### src/rtl/core/assert_macros.svh
// Assertion macros used by the top level of the radix text converter.
`ifndef ASSERT_MACROS_SVH
`define ASSERT_MACROS_SVH

// Property checked at every clock edge outside reset.
`define ASSERT_ALWAYS(label, prop, msg) \
  label: assert property (@(posedge clk_i) disable iff (!rst_ni) (prop)) else $error(msg);

// Same-cycle implication.
`define ASSERT_IMPL(label, ante, cons, msg) \
  label: assert property (@(posedge clk_i) disable iff (!rst_ni) (ante) |-> (cons)) \
    else $error(msg);

// Next-cycle implication.
`define ASSERT_NEXT(label, ante, cons, msg) \
  label: assert property (@(posedge clk_i) disable iff (!rst_ni) (ante) |=> (cons)) \
    else $error(msg);

`endif

### src/rtl/core/itr_pkg.sv
// Types and character constants of the radix text converter.
package itr_pkg;

  // Input beat: value, radix and signed-mode flag
  typedef struct packed {
    logic [31:0] value;
    logic [5:0]  radix;
    logic        signed_mode;
  } in_t;

  // Output beat: one character of the text
  typedef struct packed {
    logic [7:0] char_code;
    logic       last;
    logic       bad_radix;
  } out_t;

  // Classified command passed from front to back (magnitude travels apart)
  typedef struct packed {
    logic [5:0] radix;
    logic       neg;
    logic       bad;
  } cmd_t;

  localparam int unsigned VALUE_IN_W = 32;
  localparam logic [5:0]  RADIX_MIN  = 6'd2;
  localparam logic [5:0]  RADIX_MAX  = 6'd36;
  localparam logic [5:0]  RADIX_DEC  = 6'd10;
  localparam logic [5:0]  DIGIT_MAX  = 6'd9;

  localparam logic [7:0] CH_ZERO    = 8'h30;  // '0'
  localparam logic [7:0] CH_NINE    = 8'h39;  // '9'
  localparam logic [7:0] CH_MINUS   = 8'h2D;  // '-'
  localparam logic [7:0] CH_LOWER_A = 8'h61;  // 'a'
  localparam logic [7:0] CH_LOWER_Z = 8'h7A;  // 'z'
  localparam logic [7:0] CH_UPPER_A = 8'h41;  // 'A'
  localparam logic [7:0] CH_UPPER_Z = 8'h5A;  // 'Z'
  localparam logic [7:0] CH_NONE    = 8'h00;

endpackage

### src/rtl/core/itr_front.sv
// Front end: accepts input beats, classifies them and queues commands.
module itr_front #(
  parameter int unsigned VALUE_WIDTH = 32
) (
  input  logic                   clk_i,
  input  logic                   rst_ni,
  input  logic                   in_valid_i,
  output logic                   in_ready_o,
  input  itr_pkg::in_t           in_i,
  output logic                   cmd_valid_o,
  input  logic                   cmd_ready_i,
  output logic [VALUE_WIDTH-1:0] cmd_mag_o,
  output itr_pkg::cmd_t          cmd_o
);
  import itr_pkg::*;

  localparam int unsigned QDEPTH = 2;
  localparam int unsigned CNT_W  = $clog2(QDEPTH + 1);

  logic [VALUE_WIDTH-1:0] val;
  logic [VALUE_WIDTH-1:0] mag;
  cmd_t                   cmd_new;
  logic                   push;
  logic                   pop;

  logic [VALUE_WIDTH-1:0] mag_q [QDEPTH];
  cmd_t                   ctl_q [QDEPTH];
  logic                   wr_ptr_q, wr_ptr_d;
  logic                   rd_ptr_q, rd_ptr_d;
  logic [CNT_W-1:0]       count_q, count_d;

  // Classify: mask to width, range-check radix, take magnitude of negatives
  always_comb begin
    val             = VALUE_WIDTH'(in_i.value);
    cmd_new.radix   = in_i.radix;
    cmd_new.bad     = !(in_i.radix inside {[RADIX_MIN:RADIX_MAX]});
    cmd_new.neg     = in_i.signed_mode && (in_i.radix == RADIX_DEC) && val[VALUE_WIDTH-1];
    mag             = cmd_new.neg ? (VALUE_WIDTH'(0) - val) : val;
  end

  assign in_ready_o  = (count_q != CNT_W'(QDEPTH));
  assign cmd_valid_o = (count_q != '0);
  assign push        = in_valid_i && in_ready_o;
  assign pop         = cmd_valid_o && cmd_ready_i;
  assign cmd_mag_o   = mag_q[rd_ptr_q];
  assign cmd_o       = ctl_q[rd_ptr_q];

  // Queue pointers and fill count
  always_comb begin
    wr_ptr_d = push ? !wr_ptr_q : wr_ptr_q;
    rd_ptr_d = pop ? !rd_ptr_q : rd_ptr_q;
    count_d  = count_q;
    if (push && !pop) begin
      count_d = count_q + CNT_W'(1);
    end else if (pop && !push) begin
      count_d = count_q - CNT_W'(1);
    end
  end

  always_ff @(posedge clk_i or negedge rst_ni) begin
    if (!rst_ni) begin
      wr_ptr_q <= 1'b0;
      rd_ptr_q <= 1'b0;
      count_q  <= '0;
    end else begin
      wr_ptr_q <= wr_ptr_d;
      rd_ptr_q <= rd_ptr_d;
      count_q  <= count_d;
    end
  end

  // Queue storage
  always_ff @(posedge clk_i) begin
    if (push) begin
      mag_q[wr_ptr_q] <= mag;
      ctl_q[wr_ptr_q] <= cmd_new;
    end
  end

endmodule

### src/rtl/core/itr_div.sv
// Iterative divider by a small radix, eight quotient bits per cycle.
module itr_div #(
  parameter int unsigned VALUE_WIDTH = 32
) (
  input  logic                   clk_i,
  input  logic                   rst_ni,
  input  logic                   start_i,
  input  logic [VALUE_WIDTH-1:0] dividend_i,
  input  logic [5:0]             radix_i,
  output logic                   done_o,
  output logic [VALUE_WIDTH-1:0] quot_o,
  output logic [5:0]             rem_o
);
  import itr_pkg::*;

  localparam int unsigned BPC   = 8;
  localparam int unsigned PADW  = ((VALUE_WIDTH + BPC - 1) / BPC) * BPC;
  localparam int unsigned STEPS = PADW / BPC;
  localparam int unsigned CNT_W = $clog2(STEPS + 1);

  logic [PADW-1:0]  sh_q, sh_d;
  logic [5:0]       rem_q, rem_d;
  logic [5:0]       radix_q;
  logic [CNT_W-1:0] cnt_q;
  logic             busy_q;
  logic             done_q;
  logic [6:0]       trial;

  // Eight restoring-division steps: dividend bits leave at the top,
  // quotient bits enter at the bottom of the same register
  always_comb begin
    rem_d = rem_q;
    sh_d  = sh_q;
    trial = '0;
    for (int k = 0; k < BPC; k++) begin
      trial = {rem_d, sh_d[PADW-1]};
      sh_d  = {sh_d[PADW-2:0], 1'b0};
      if (trial >= {1'b0, radix_q}) begin
        rem_d   = 6'(trial - {1'b0, radix_q});
        sh_d[0] = 1'b1;
      end else begin
        rem_d = trial[5:0];
      end
    end
  end

  // Control
  always_ff @(posedge clk_i or negedge rst_ni) begin
    if (!rst_ni) begin
      busy_q <= 1'b0;
      done_q <= 1'b0;
      cnt_q  <= '0;
    end else begin
      done_q <= 1'b0;
      if (start_i) begin
        busy_q <= 1'b1;
        cnt_q  <= CNT_W'(STEPS);
      end else if (busy_q) begin
        cnt_q <= cnt_q - CNT_W'(1);
        if (cnt_q == CNT_W'(1)) begin
          busy_q <= 1'b0;
          done_q <= 1'b1;
        end
      end
    end
  end

  // Datapath
  always_ff @(posedge clk_i) begin
    if (start_i) begin
      sh_q    <= PADW'(dividend_i);
      rem_q   <= '0;
      radix_q <= radix_i;
    end else if (busy_q) begin
      sh_q  <= sh_d;
      rem_q <= rem_d;
    end
  end

  assign done_o = done_q;
  assign quot_o = sh_q[VALUE_WIDTH-1:0];
  assign rem_o  = rem_q;

endmodule

### src/rtl/core/itr_back.sv
// Back end: divides down the magnitude, stores digits, emits characters.
module itr_back #(
  parameter int unsigned VALUE_WIDTH = 32,
  parameter int unsigned MAX_DIGITS  = 32
) (
  input  logic                   clk_i,
  input  logic                   rst_ni,
  input  logic                   cmd_valid_i,
  output logic                   cmd_ready_o,
  input  logic [VALUE_WIDTH-1:0] cmd_mag_i,
  input  itr_pkg::cmd_t          cmd_i,
  input  logic                   letter_case_i,
  output logic                   out_valid_o,
  input  logic                   out_ready_i,
  output itr_pkg::out_t          out_o
);
  import itr_pkg::*;

  localparam int unsigned AW    = $clog2(MAX_DIGITS);
  localparam int unsigned CNT_W = $clog2(MAX_DIGITS + 1);

  localparam logic [2:0] ST_IDLE = 3'd0;
  localparam logic [2:0] ST_DIV  = 3'd1;
  localparam logic [2:0] ST_SIGN = 3'd2;
  localparam logic [2:0] ST_RD   = 3'd3;
  localparam logic [2:0] ST_OUT  = 3'd4;

  logic [2:0]             state_q, state_d;
  logic [CNT_W-1:0]       cnt_q, cnt_d;
  logic                   neg_q, neg_d;
  logic [5:0]             radix_q, radix_d;
  logic                   out_valid_q, out_valid_d;
  out_t                   out_q, out_d;
  logic                   out_free;

  logic                   div_start;
  logic [VALUE_WIDTH-1:0] div_dividend;
  logic [5:0]             div_radix;
  logic                   div_done;
  logic [VALUE_WIDTH-1:0] div_quot;
  logic [5:0]             div_rem;

  logic                   mem_we;
  logic                   mem_re;
  logic [5:0]             digit_mem [MAX_DIGITS];
  logic [5:0]             rd_digit_q;

  function automatic logic [7:0] digit_char(logic [5:0] d, logic upper);
    logic [7:0] base;
    base = upper ? CH_UPPER_A : CH_LOWER_A;
    if (d > DIGIT_MAX) begin
      return base + 8'(d) - 8'(RADIX_DEC);
    end
    return CH_ZERO + 8'(d);
  endfunction

  itr_div #(
    .VALUE_WIDTH(VALUE_WIDTH)
  ) u_div (
    .clk_i     (clk_i),
    .rst_ni    (rst_ni),
    .start_i   (div_start),
    .dividend_i(div_dividend),
    .radix_i   (div_radix),
    .done_o    (div_done),
    .quot_o    (div_quot),
    .rem_o     (div_rem)
  );

  assign out_free = !out_valid_q || out_ready_i;

  // Sequencer: divide loop, then sign, then digits most significant first; a bad radix gives one flagged beat
  always_comb begin
    state_d      = state_q;
    cnt_d        = cnt_q;
    neg_d        = neg_q;
    radix_d      = radix_q;
    out_valid_d  = out_valid_q && !out_ready_i;
    out_d        = out_q;
    cmd_ready_o  = 1'b0;
    div_start    = 1'b0;
    div_dividend = cmd_mag_i;
    div_radix    = cmd_i.radix;
    mem_we       = 1'b0;
    mem_re       = 1'b0;
    case (state_q)
      ST_IDLE: begin
        if (cmd_valid_i) begin
          if (cmd_i.bad) begin
            if (out_free) begin
              cmd_ready_o     = 1'b1;
              out_valid_d     = 1'b1;
              out_d.char_code = CH_NONE;
              out_d.last      = 1'b1;
              out_d.bad_radix = 1'b1;
            end
          end else begin
            cmd_ready_o = 1'b1;
            div_start   = 1'b1;
            neg_d       = cmd_i.neg;
            radix_d     = cmd_i.radix;
            cnt_d       = '0;
            state_d     = ST_DIV;
          end
        end
      end
      ST_DIV: begin
        div_dividend = div_quot;
        div_radix    = radix_q;
        if (div_done) begin
          mem_we = 1'b1;
          cnt_d  = cnt_q + CNT_W'(1);
          if ((div_quot != '0) && (cnt_q < CNT_W'(MAX_DIGITS - 1))) begin
            div_start = 1'b1;
          end else begin
            state_d = neg_q ? ST_SIGN : ST_RD;
          end
        end
      end
      ST_SIGN: begin
        if (out_free) begin
          out_valid_d     = 1'b1;
          out_d.char_code = CH_MINUS;
          out_d.last      = 1'b0;
          out_d.bad_radix = 1'b0;
          state_d         = ST_RD;
        end
      end
      ST_RD: begin
        mem_re  = 1'b1;
        cnt_d   = cnt_q - CNT_W'(1);
        state_d = ST_OUT;
      end
      ST_OUT: begin
        if (out_free) begin
          out_valid_d     = 1'b1;
          out_d.char_code = digit_char(rd_digit_q, letter_case_i);
          out_d.last      = (cnt_q == '0);
          out_d.bad_radix = 1'b0;
          state_d         = (cnt_q == '0) ? ST_IDLE : ST_RD;
        end
      end
      default: begin
        state_d = ST_IDLE;
      end
    endcase
  end

  always_ff @(posedge clk_i or negedge rst_ni) begin
    if (!rst_ni) begin
      state_q     <= ST_IDLE;
      cnt_q       <= '0;
      neg_q       <= 1'b0;
      out_valid_q <= 1'b0;
    end else begin
      state_q     <= state_d;
      cnt_q       <= cnt_d;
      neg_q       <= neg_d;
      out_valid_q <= out_valid_d;
    end
  end

  // Payload registers
  always_ff @(posedge clk_i) begin
    radix_q <= radix_d;
    out_q   <= out_d;
  end

  // Digit store: one write port, one registered read port
  always_ff @(posedge clk_i) begin
    if (mem_we) begin
      digit_mem[cnt_q[AW-1:0]] <= div_rem;
    end
    if (mem_re) begin
      rd_digit_q <= digit_mem[cnt_d[AW-1:0]];
    end
  end

  assign out_valid_o = out_valid_q;
  assign out_o       = out_q;

endmodule

### src/rtl/core/integer_to_radix_text.sv
// Top level of the integer to radix text converter.
//
//   channel  direction  handshake                beat
//   in       input      in_valid_i / in_ready_o  value, radix, signed_mode
//   out      output     out_valid_o / out_ready_i  char_code, last, bad_radix
//   cfg      input      cfg_valid_i / cfg_ready_o  letter_case (cfg_data_i)
//
// Each digit comes from the divide unit (8 quotient bits per cycle), then passes through
// the digit store (one write port, one registered read port); the sign is a single beat.
// A bad radix gives its single flagged beat.
// The front queue holds two numbers, so input keeps flowing while the back works.
// Reset is asynchronous, active low; the digit store needs no clearing.
// An output stall holds the back end; the output register keeps the beat.
`include "assert_macros.svh"

module integer_to_radix_text #(
  parameter int unsigned VALUE_WIDTH = 32,
  parameter int unsigned MAX_DIGITS  = 32
) (
  input  logic          clk_i,
  input  logic          rst_ni,
  input  logic          in_valid_i,
  output logic          in_ready_o,
  input  itr_pkg::in_t  in_i,
  output logic          out_valid_o,
  input  logic          out_ready_i,
  output itr_pkg::out_t out_o,
  input  logic          cfg_valid_i,
  output logic          cfg_ready_o,
  input  logic          cfg_data_i
);
  import itr_pkg::*;

  logic                   letter_case_q;
  logic                   cmd_valid;
  logic                   cmd_ready;
  logic [VALUE_WIDTH-1:0] cmd_mag;
  cmd_t                   cmd;

  logic                   bad_beat;
  logic                   bad_form_ok;
  logic                   minus_beat;
  logic                   out_is_minus;
  logic                   out_is_digit;
  logic                   out_is_letter;
  logic                   char_ok;

  // Configuration register
  assign cfg_ready_o = 1'b1;

  always_ff @(posedge clk_i or negedge rst_ni) begin
    if (!rst_ni) begin
      letter_case_q <= 1'b0;
    end else if (cfg_valid_i && cfg_ready_o) begin
      letter_case_q <= cfg_data_i;
    end
  end

  itr_front #(
    .VALUE_WIDTH(VALUE_WIDTH)
  ) u_front (
    .clk_i      (clk_i),
    .rst_ni     (rst_ni),
    .in_valid_i (in_valid_i),
    .in_ready_o (in_ready_o),
    .in_i       (in_i),
    .cmd_valid_o(cmd_valid),
    .cmd_ready_i(cmd_ready),
    .cmd_mag_o  (cmd_mag),
    .cmd_o      (cmd)
  );

  itr_back #(
    .VALUE_WIDTH(VALUE_WIDTH),
    .MAX_DIGITS (MAX_DIGITS)
  ) u_back (
    .clk_i        (clk_i),
    .rst_ni       (rst_ni),
    .cmd_valid_i  (cmd_valid),
    .cmd_ready_o  (cmd_ready),
    .cmd_mag_i    (cmd_mag),
    .cmd_i        (cmd),
    .letter_case_i(letter_case_q),
    .out_valid_o  (out_valid_o),
    .out_ready_i  (out_ready_i),
    .out_o        (out_o)
  );

  // Output beat classification for the checks
  assign bad_beat      = out_valid_o && out_o.bad_radix;
  assign bad_form_ok   = out_o.last && (out_o.char_code == CH_NONE);
  assign out_is_minus  = (out_o.char_code == CH_MINUS);
  assign minus_beat    = out_valid_o && out_is_minus;
  assign out_is_digit  = (out_o.char_code >= CH_ZERO) && (out_o.char_code <= CH_NINE);
  assign out_is_letter = ((out_o.char_code >= CH_LOWER_A) && (out_o.char_code <= CH_LOWER_Z)) ||
                         ((out_o.char_code >= CH_UPPER_A) && (out_o.char_code <= CH_UPPER_Z));
  assign char_ok       = out_is_minus || out_is_digit || out_is_letter;

  // Checks
  `ASSERT_IMPL(a_bad_beat_form, bad_beat, bad_form_ok, "bad radix beat must be a lone NUL")
  `ASSERT_IMPL(a_minus_not_last, minus_beat, !out_o.last && !out_o.bad_radix, "sign leads digits")
  `ASSERT_ALWAYS(a_char_set, !out_valid_o || out_o.bad_radix || char_ok, "char outside digit set")

endmodule

### config.mk
export PLATFORM = sky130hd
export DESIGN_NAME = integer_to_radix_text
export DESIGN_NICKNAME = d
export VERILOG_FILES = /design/src/rtl/core/itr_pkg.sv /design/src/rtl/core/itr_front.sv /design/src/rtl/core/itr_div.sv /design/src/rtl/core/itr_back.sv /design/src/rtl/core/integer_to_radix_text.sv
export VERILOG_INCLUDE_DIRS = /design/src /design/src/rtl/core
export SDC_FILE = /design/constraint.sdc
export NUM_CORES = 1
export LEC_CHECK = 0
export BUFFER_PORTS_ARGS = -buffer_cell sky130_fd_sc_hd__buf_2
export CAP_MARGIN = 10
export CORE_MARGIN = 5
export CORE_UTILIZATION = 50
export DETAILED_ROUTE_END_ITERATION = 16
export GPL_TIMING_DRIVEN = 0
export PLACE_DENSITY = 0.66
export SLEW_MARGIN = 20
export SYNTH_ARGS = -nofsm -noshare
export SYNTH_HDL_FRONTEND = slang
export SYNTH_SLANG_ARGS = --single-unit
### constraint.sdc
create_clock -name clk_i -period 20.2 [get_ports clk_i]
set_input_delay 2.02 -clock clk_i [delete_from_list [all_inputs] [get_ports clk_i]]
set_output_delay 2.02 -clock clk_i [all_outputs]
set_load 0.03 [all_outputs]
After elaboration in Yosys (flattened, before gate mapping)
Memory sizes are Yosys's and may differ from the RTL's. A register that Yosys moved wholly into a read port is not among the register bits.
Index checks and enable logic that the tools add are counted.

operators by class
  add/subtract/negate cells = 17
  magnitude comparators = 12
  eq/ne operators = 16
  mux-type cells = 76
  bitwise gates (word level) = 1
  reduce and logical (&&, ||, !) cells = 31

operators by type and width
  kind                                               count
  2-to-1 mux 32 bit                                  4
  2-to-1 mux 6 bit                                   13
  greater-or-equal comparator 7 x 6 -> 1 bit         8
  2-to-1 mux 10 bit                                  5
  subtractor 6 bit                                   8
  2-to-1 mux 1 bit                                   36
  nonzero test 32 bit                                1
  subtractor 1 x 32 -> 32 bit, first input constant  1
  case mux 10 bit (3 select lines)                   1
  2-to-1 mux 3 bit                                   8
  case mux 6 bit (3 select lines)                    1
  2-to-1 mux 8 bit                                   2
  case mux 3 bit (5 select lines)                    1
  != test 2 bit, second input constant               7
  AND reduction 6 bit                                2
  logical AND 1 bit                                  9
  adder 8 x 6 -> 8 bit                               1
  subtractor 8 x 4 -> 8 bit, second input constant   1
  adder 6 x 6 -> 7 bit, first input constant         1
  logical NOT 1 bit                                  7
  adder 6 x 1 -> 6 bit, second input constant        1
  == test 3 x 1 -> 1 bit, second input constant      2
  == test 3 x 2 -> 1 bit, second input constant      2
  == test 6 x 4 -> 1 bit, second input constant      1
  22 further kinds                                   30

word-level totals
  register bits = 81
  bits in writable memories = 272
  output and inout port bits = 13
  word-level logic and storage cells = 175
  memories = 3

memories
  memory            words  bits a word  read ports  clocked after memory_dff  wr ports  line             RTL
  u_back.digit_mem  32     6            1           1                         1         itr_back.sv:45   logic [5:0] digit_mem [MAX_DIGITS];
  u_front.mag_q     2      32           1           0                         1         itr_front.sv:26  logic [VALUE_WIDTH-1:0] mag_q [QDEPTH];
  u_front.ctl_q     2      8            1           0                         1         itr_front.sv:27  cmd_t ctl_q [QDEPTH];

Longest topological paths before layout
  word-level depth = 18
  gate-level depth with buffers = 75
  gate-level depth less buffers = 73

Hierarchy
From an unflattened synthesis, not the netlist that was laid out.

second synthesis, totals
  cell total of the unflattened synthesis = 1,524
  area total of the unflattened synthesis = 19,024.5 um^2

by module, submodules not included
  module                 times used  cells each  area an instance (um^2)
  itr_back               1           772         10,109.7
  itr_div                1           496         4,897.2
  itr_front              1           252         3,966.3
  integer_to_radix_text  1           4           51.3

Worst setup path before layout
Ideal clock, no wire load.

  path type = reg2reg
  start = reg u_back.u_div.radix_q[1]
  end = reg u_back.u_div.rem_q[0] (netlist: u_back.u_div.rem_o[0])
  setup time = 86 ps
  arrival time = 14,562 ps
  required time = 20,114 ps
  setup slack = 5,552 ps
  stages on the path, launching flop included = 71
  buffers on the path = 2
  period minus slack after synthesis = 14,648 ps
  cell sequence = edfxtp_1 > inv_1 > ha_1 > a21oi_1 > o221ai_2 > mux2_2 > ha_1 > a211oi_1 > nand2_1 > o22ai_1 > o31ai_4 > o21ai_0 > inv_1 > ha_1 > nor2b_1 > o211ai_1 > a31oi_1 > a311o_1 > [... 35 more ...] > a21o_1 > a21o_1 > a211oi_1 > inv_1 > a211oi_1 > mux2i_4 > mux2i_1 > ha_1 > a21o_1 > a21o_1 > a21o_1 > a21oi_1 > o21ai_0 > a21oi_1 > o31ai_1 > a221oi_4 > mux2_2 > a211oi_1

between the ends
  word-level cells in the longest chain between the ends = 16
  elaborated cells on any way between the ends = 23
  those cells by class = add/sub: 7; order compare: 8; mux: 8

ends and longest elaborated chain
  element                                                                                line                          RTL
  from (decl)                                                                            itr_div.sv:23                 logic [5:0] radix_q;
  from (signal assigned)                                                                 itr_div.sv:73                 radix_q <= radix_i;
  subtractor 6 bit / greater-or-equal comparator 7 x 6 -> 1 bit (equally long branches)  itr_div.sv:39, itr_div.sv:38
  2-to-1 mux 6 bit                                                                       itr_div.sv:38                 if (trial >= {1'b0, radix_q}) begin
  subtractor 6 bit / greater-or-equal comparator 7 x 6 -> 1 bit (equally long branches)  itr_div.sv:39, itr_div.sv:38
  2-to-1 mux 6 bit                                                                       itr_div.sv:38
  subtractor 6 bit / greater-or-equal comparator 7 x 6 -> 1 bit (equally long branches)  itr_div.sv:39, itr_div.sv:38
  2-to-1 mux 6 bit                                                                       itr_div.sv:38
  subtractor 6 bit / greater-or-equal comparator 7 x 6 -> 1 bit (equally long branches)  itr_div.sv:39, itr_div.sv:38
  2-to-1 mux 6 bit                                                                       itr_div.sv:38
  subtractor 6 bit / greater-or-equal comparator 7 x 6 -> 1 bit (equally long branches)  itr_div.sv:39, itr_div.sv:38
  2-to-1 mux 6 bit                                                                       itr_div.sv:38
  greater-or-equal comparator 7 x 6 -> 1 bit / subtractor 6 bit (equally long branches)  itr_div.sv:38, itr_div.sv:39
  2-to-1 mux 6 bit                                                                       itr_div.sv:38
  subtractor 6 bit / greater-or-equal comparator 7 x 6 -> 1 bit (equally long branches)  itr_div.sv:39, itr_div.sv:38
  2-to-1 mux 6 bit                                                                       itr_div.sv:38
  greater-or-equal comparator 7 x 6 -> 1 bit *                                           itr_div.sv:38
  2-to-1 mux 6 bit *                                                                     itr_div.sv:38
  to (signal assigned)                                                                   itr_div.sv:76                 rem_q <= rem_d;
  to (decl)                                                                              itr_div.sv:22                 logic [5:0] rem_q, rem_d;

Every way passes the cells marked *; elsewhere a longest branch is shown, timed or not.
A chain may end at the register's enable or synchronous reset.

Worst setup path in the final report
Same ends and word-level chain as after synthesis.

==> impl_results.html <==
<table>
<tr><th>Metric</th><th>Value</th></tr>
<tr><th colspan="2">Min path</th></tr>
<tr><td>Hold crit path type</td><td>reg -&gt; reg</td></tr>
<tr><th colspan="2">Worst setup path</th></tr>
<tr><td>Reg-to-reg slack, setup</td><td>between 2 and 2.5 ns</td></tr>
<tr><td>Last element of the critical path</td><td>u_back.u_div.rem_o[0]</td></tr>
<tr><td>Longest individual stage delay on the worst path</td><td>~0.77 ns</td></tr>
<tr><td>Largest fanout on the critical path</td><td>10</td></tr>
<tr><td>Slowest cell on the critical path</td><td>sky130_fd_sc_hd__edfxtp_1</td></tr>
<tr><td>Capturing element type of the critical path</td><td>register</td></tr>
<tr><td>Critical Path Source</td><td>u_back.u_div.radix_q[1]</td></tr>
<tr><td>Setup Crit Path Kind</td><td>reg -&gt; reg</td></tr>
<tr><td>Worst reg-to-reg path cell count</td><td>between 60 and 70</td></tr>
<tr><td>Required time of the worst setup path</td><td>20.65 ns</td></tr>
<tr><td>Worst reg2reg path startpoint</td><td>u_back.u_div.radix_q[1]</td></tr>
<tr><td>Worst path arrival time</td><td>18.18 ns</td></tr>
<tr><td>Critical R2R Capture</td><td>u_back.u_div.rem_o[0]</td></tr>
<tr><td>Crit path launch type</td><td>register</td></tr>
<tr><th colspan="2">STA</th></tr>
<tr><td>Post-route minimum period</td><td>17.73 ns</td></tr>
<tr><td>Final critical-path share of the clock period</td><td>87.8%</td></tr>
<tr><td>Hold violation total from the final report</td><td>0</td></tr>
<tr><td>Worst clock skew</td><td>0.0216 ns</td></tr>
<tr><td>Max-slew headroom at the worst pin</td><td>about a third</td></tr>
<tr><td>Final setup TNS</td><td>0 ns</td></tr>
<tr><td>Final count of negative-setup-slack endpoints</td><td>0</td></tr>
<tr><td>Slew @ Worst Pin</td><td>slightly below 1 ns</td></tr>
<tr><td>Max-slew violations</td><td>0</td></tr>
<tr><td>RSZ-0062 raised after global routing</td><td>no</td></tr>
<tr><td>Highest attainable clock frequency</td><td>56.4 MHz</td></tr>
<tr><th colspan="2">Placed design</th></tr>
<tr><td>Port Buf Inserts</td><td>56</td></tr>
<tr><td>Global placement routability congestion</td><td>roughly 1</td></tr>
<tr><td>Final HPWL from detailed placement</td><td>~30000 um</td></tr>
<tr><th colspan="2">Detailed routing</th></tr>
<tr><td>Number of vias per cell</td><td>between 5 and 6</td></tr>
<tr><td>First-pass DRT Iterations</td><td>5</td></tr>
<tr><td>Total Wirelength</td><td>around 42000 um</td></tr>
<tr><td>Average detailed-routed wire length per instance</td><td>20.2 um</td></tr>
<tr><td>Number of design rule violations left after detail routing</td><td>0</td></tr>
<tr><td>Violation count after the first detailed-routing iteration</td><td>968</td></tr>
<tr><td>Number of nets with antenna violations after routing</td><td>0</td></tr>
<tr><td>Via Count</td><td>around 12000</td></tr>
<tr><th colspan="2">Yosys</th></tr>
<tr><td>Top cell type's share of synthesized area</td><td>55.3%</td></tr>
<tr><td>Cell type with the highest aggregate area in the netlist</td><td>sky130_fd_sc_hd__edfxtp_1</td></tr>
<tr><td>Synth top area cells</td><td>sky130_fd_sc_hd__edfxtp_1 (55%), sky130_fd_sc_hd__ha_1 (4.6%), sky130_fd_sc_hd__a211oi_1 (3.2%), sky130_fd_sc_hd__nand2_1 (3.2%), sky130_fd_sc_hd__dfrtp_1 (2.9%)</td></tr>
<tr><td>Number of standard cells after synthesis</td><td>roughly 1500</td></tr>
<tr><td>Post-Synthesis Cell Area</td><td>between 0.015 and 0.02 mm^2</td></tr>
<tr><td>Number of synthesized flops with an enable pin</td><td>~330</td></tr>
<tr><td>Post-Synthesis Net Count</td><td>1627</td></tr>
<tr><td>Async SR Flop Fraction</td><td>between 5 and 6%</td></tr>
<tr><td>Synth Warn #</td><td>0</td></tr>
<tr><td>Flip-flop cell with the highest count after synthesis</td><td>sky130_fd_sc_hd__edfxtp_1</td></tr>
<tr><td>Synthesized area per cell</td><td>between 10 and 15 um^2</td></tr>
<tr><td>Share of the yosys chip area belonging to registers</td><td>approximately 59%</td></tr>
<tr><td>Number of distinct standard cells referenced by the synthesized netlist</td><td>70</td></tr>
<tr><td>Synthesis-stage register bit count</td><td>approximately 360</td></tr>
<tr><th colspan="2">Global route</th></tr>
<tr><td>Wire length of the first global-routing pass</td><td>about 67000 um</td></tr>
<tr><td>Overflow after GRT</td><td>0</td></tr>
<tr><td>Pin count of the biggest net entering global routing</td><td>37</td></tr>
<tr><td>Number of antenna violations at the first check in global routing</td><td>0</td></tr>
<tr><td>Overall track demand over capacity in global routing</td><td>21.4%</td></tr>
<tr><td>Via count of the first global-routing pass</td><td>around 12000</td></tr>
<tr><th colspan="2">Final layout</th></tr>
<tr><td>Area growth from synthesis to final layout</td><td>11.8%</td></tr>
<tr><td>Share of cells above drive strength 1</td><td>between 10 and 15%</td></tr>
<tr><td>Number of diodes</td><td>0</td></tr>
<tr><td>Net count, final</td><td>roughly 1700</td></tr>
<tr><th colspan="2">Status</th></tr>
<tr><td>Outcome</td><td>completed</td></tr>
<tr><th colspan="2">CTS</th></tr>
<tr><td>Clock tree from TritonCTS</td><td>yes</td></tr>
<tr><td>Number of buffers added for setup after CTS</td><td>0</td></tr>
<tr><td>Latest clock arrival within the worst-skew pair</td><td>0.56 ns</td></tr>
<tr><td>Number of sinks driven by the clock tree</td><td>~360</td></tr>
<tr><td>Number of buffers created by CTS</td><td>38</td></tr>
<tr><td>Count of hold-fix buffers inserted at cts</td><td>0</td></tr>
<tr><td>H-tree depth</td><td>2</td></tr>
<tr><td>CTS-repair resized insts</td><td>0</td></tr>
<tr><td>Clock slew at reported path FFs</td><td>roughly 0.060 ns</td></tr>
<tr><td>Library cell used as clock root buffer</td><td>sky130_fd_sc_hd__clkbuf_16</td></tr>
<tr><td>Max Buffers Root-to-Sink</td><td>3</td></tr>
<tr><th colspan="2">Floorplan</th></tr>
<tr><td>Floorplan die area</td><td>between 0.03 and 0.04 mm^2</td></tr>
<tr><td>Site row count</td><td>69</td></tr>
<tr><td>Vertical die dimension</td><td>200 um</td></tr>
<tr><td>Number of top-level pins</td><td>58</td></tr>
<tr><td>Placeable core area</td><td>between 0.03 and 0.04 mm^2</td></tr>
<tr><td>Starting density of the core</td><td>between 50% and 60%</td></tr>
<tr><td>Die Wd</td><td>around 200 um</td></tr>
<tr><th colspan="2">Run</th></tr>
<tr><td>Total of max-cap violations</td><td>0</td></tr>
</table>
## flip-flops by register name, summed over array words and instances, names as in the netlist
register              count
u_front.mag_q            64
u_back.u_div.done_o       1
u_back.state_q            3
u_back.radix_q            6
u_front.rd_ptr_q          1
u_back.u_div.rem_o        6
u_back.neg_q              1
u_back.rd_digit_q         6
u_back.out_o             10
u_back.u_div.quot_o      32
u_back.out_valid_o        1
u_front.count_q           2
letter_case_q             1
u_front.wr_ptr_q          1
u_back.u_div.busy_q       1
u_back.u_div.radix_q      6
u_front.ctl_q            16
u_back.cnt_q              6
u_back.digit_mem        192
u_back.u_div.cnt_q        3
## cell usage after synthesis, drive strengths merged (15+ instances only)
master  count
edfxtp    332
nand2     154
nor2      117
a211oi     78
a21oi      75
inv        69
ha         66
clkbuf     63
o21ai      57
mux2i      50
and2       49
xnor2      42
a31oi      33
mux2       29
a311oi     25
xor2       22
dfrtp      21
nor3       17
nand2b     16
nor4       16
o31ai      15
## per-layer routing
metal	wire length [um]	up-vias	track usage [%]
met4	1380	0	6.87
met2	20800	307	36.9
met1	18300	5966	28.4
li1	-	5846	-
met3	1940	88	2.99
met5	0	-	0
## kinds of logic (layout without fill, tap and decap cells)
kind of cell,count (synthesis),after routing,share of synthesized area [%]
other,1,1,0.0208
adder cells (fa/ha/maj),75,75,5.58
AND/OR/NAND/NOR,438,438,11.4
AO/OA/AOI/OAI,352,352,13.4
buffers and inverters,139,269,2.93
XOR/XNOR,64,64,3.11
multiplexers,79,79,4.68
flip-flops,359,359,58.9
## cell usage in the layout, fill, tap and decap left out, drive strengths merged, types with 5 or more instances in the layout
cell type / synthesis / final
dfrtp: 21 / 21
fa: 9 / 9
nand3: 12 / 12
nor4: 16 / 16
nor3: 17 / 17
clkbuf: 63 / 113
a21oi: 75 / 75
mux2: 29 / 29
a211oi: 78 / 78
buf: 7 / 67
o31a: 5 / 5
nand4: 7 / 7
nand2: 154 / 154
nand2b: 16 / 16
and2: 49 / 49
o31ai: 15 / 15
nor2b: 12 / 12
o21a: 7 / 7
a21o: 14 / 14
a311oi: 25 / 25
inv: 69 / 71
xor2: 22 / 22
dfxtp: 6 / 6
nor2: 117 / 117
ha: 66 / 66
a211o: 7 / 7
mux2i: 50 / 50
xnor2: 42 / 42
clkinv: 0 / 14
o21ai: 57 / 57
nand3b: 8 / 8
and3: 8 / 8
a31oi: 33 / 33
edfxtp: 332 / 332
## layout make-up
type | instances | area (um^2)
clock buffers | 50 | 1040
flip-flops and latches | 359 | 10600
well taps | 461 | 577
clock inverters | 20 | 144
inverters | 69 | 259
multi-input cells | 1009 | 6910
plain buffers | 70 | 269
fillers | 2925 | 15400
repair buffers | 60 | 345
## worst min path at each step
stage / from / end / slack, ns / cells after the start
after floorplan: u_back.neg_q / u_back.neg_q / 0.45 / 2
after global placement: u_back.neg_q / u_back.neg_q / 0.47 / 2
after detailed placement: u_back.neg_q / u_back.neg_q / 0.48 / 2
after CTS: u_back.neg_q / u_back.neg_q / 0.49 / 2
after global routing: u_back.neg_q / u_back.neg_q / 0.51 / 2
final: u_back.neg_q / u_back.neg_q / 0.49 / 2
## through the flow
stage                     instances  hold WS [ns]  cell area (um^2)  utilization (%)  setup WS (ns)
final                          2098         0.495             20200             56.7           2.47
after global routing           2098         0.506             20200             56.7           1.05
after CTS                      2098         0.493             20200             56.7           2.50
after detailed placement       2028         0.477             19000             53.4           2.60
after global placement         2024         0.473             18900             53.1           2.70
after floorplan                1507         0.451             18000                -           5.55
## worst max-delay path: cells and delay by family, from the launching register on
family | cells | cell delay, ns
muxes | 6 | 2.12
buffers and inverters | 7 | 1.25
adders and majority gates | 8 | 2.64
AOI/OAI and AO/OA | 37 | 9.25
DFF | 1 | 0.77
and+or+nand+nor | 10 | 1.54
Power is left out: the tool's default activity adds up to more than one toggle a clock period on the data nets, which glitch-free logic cannot reach.
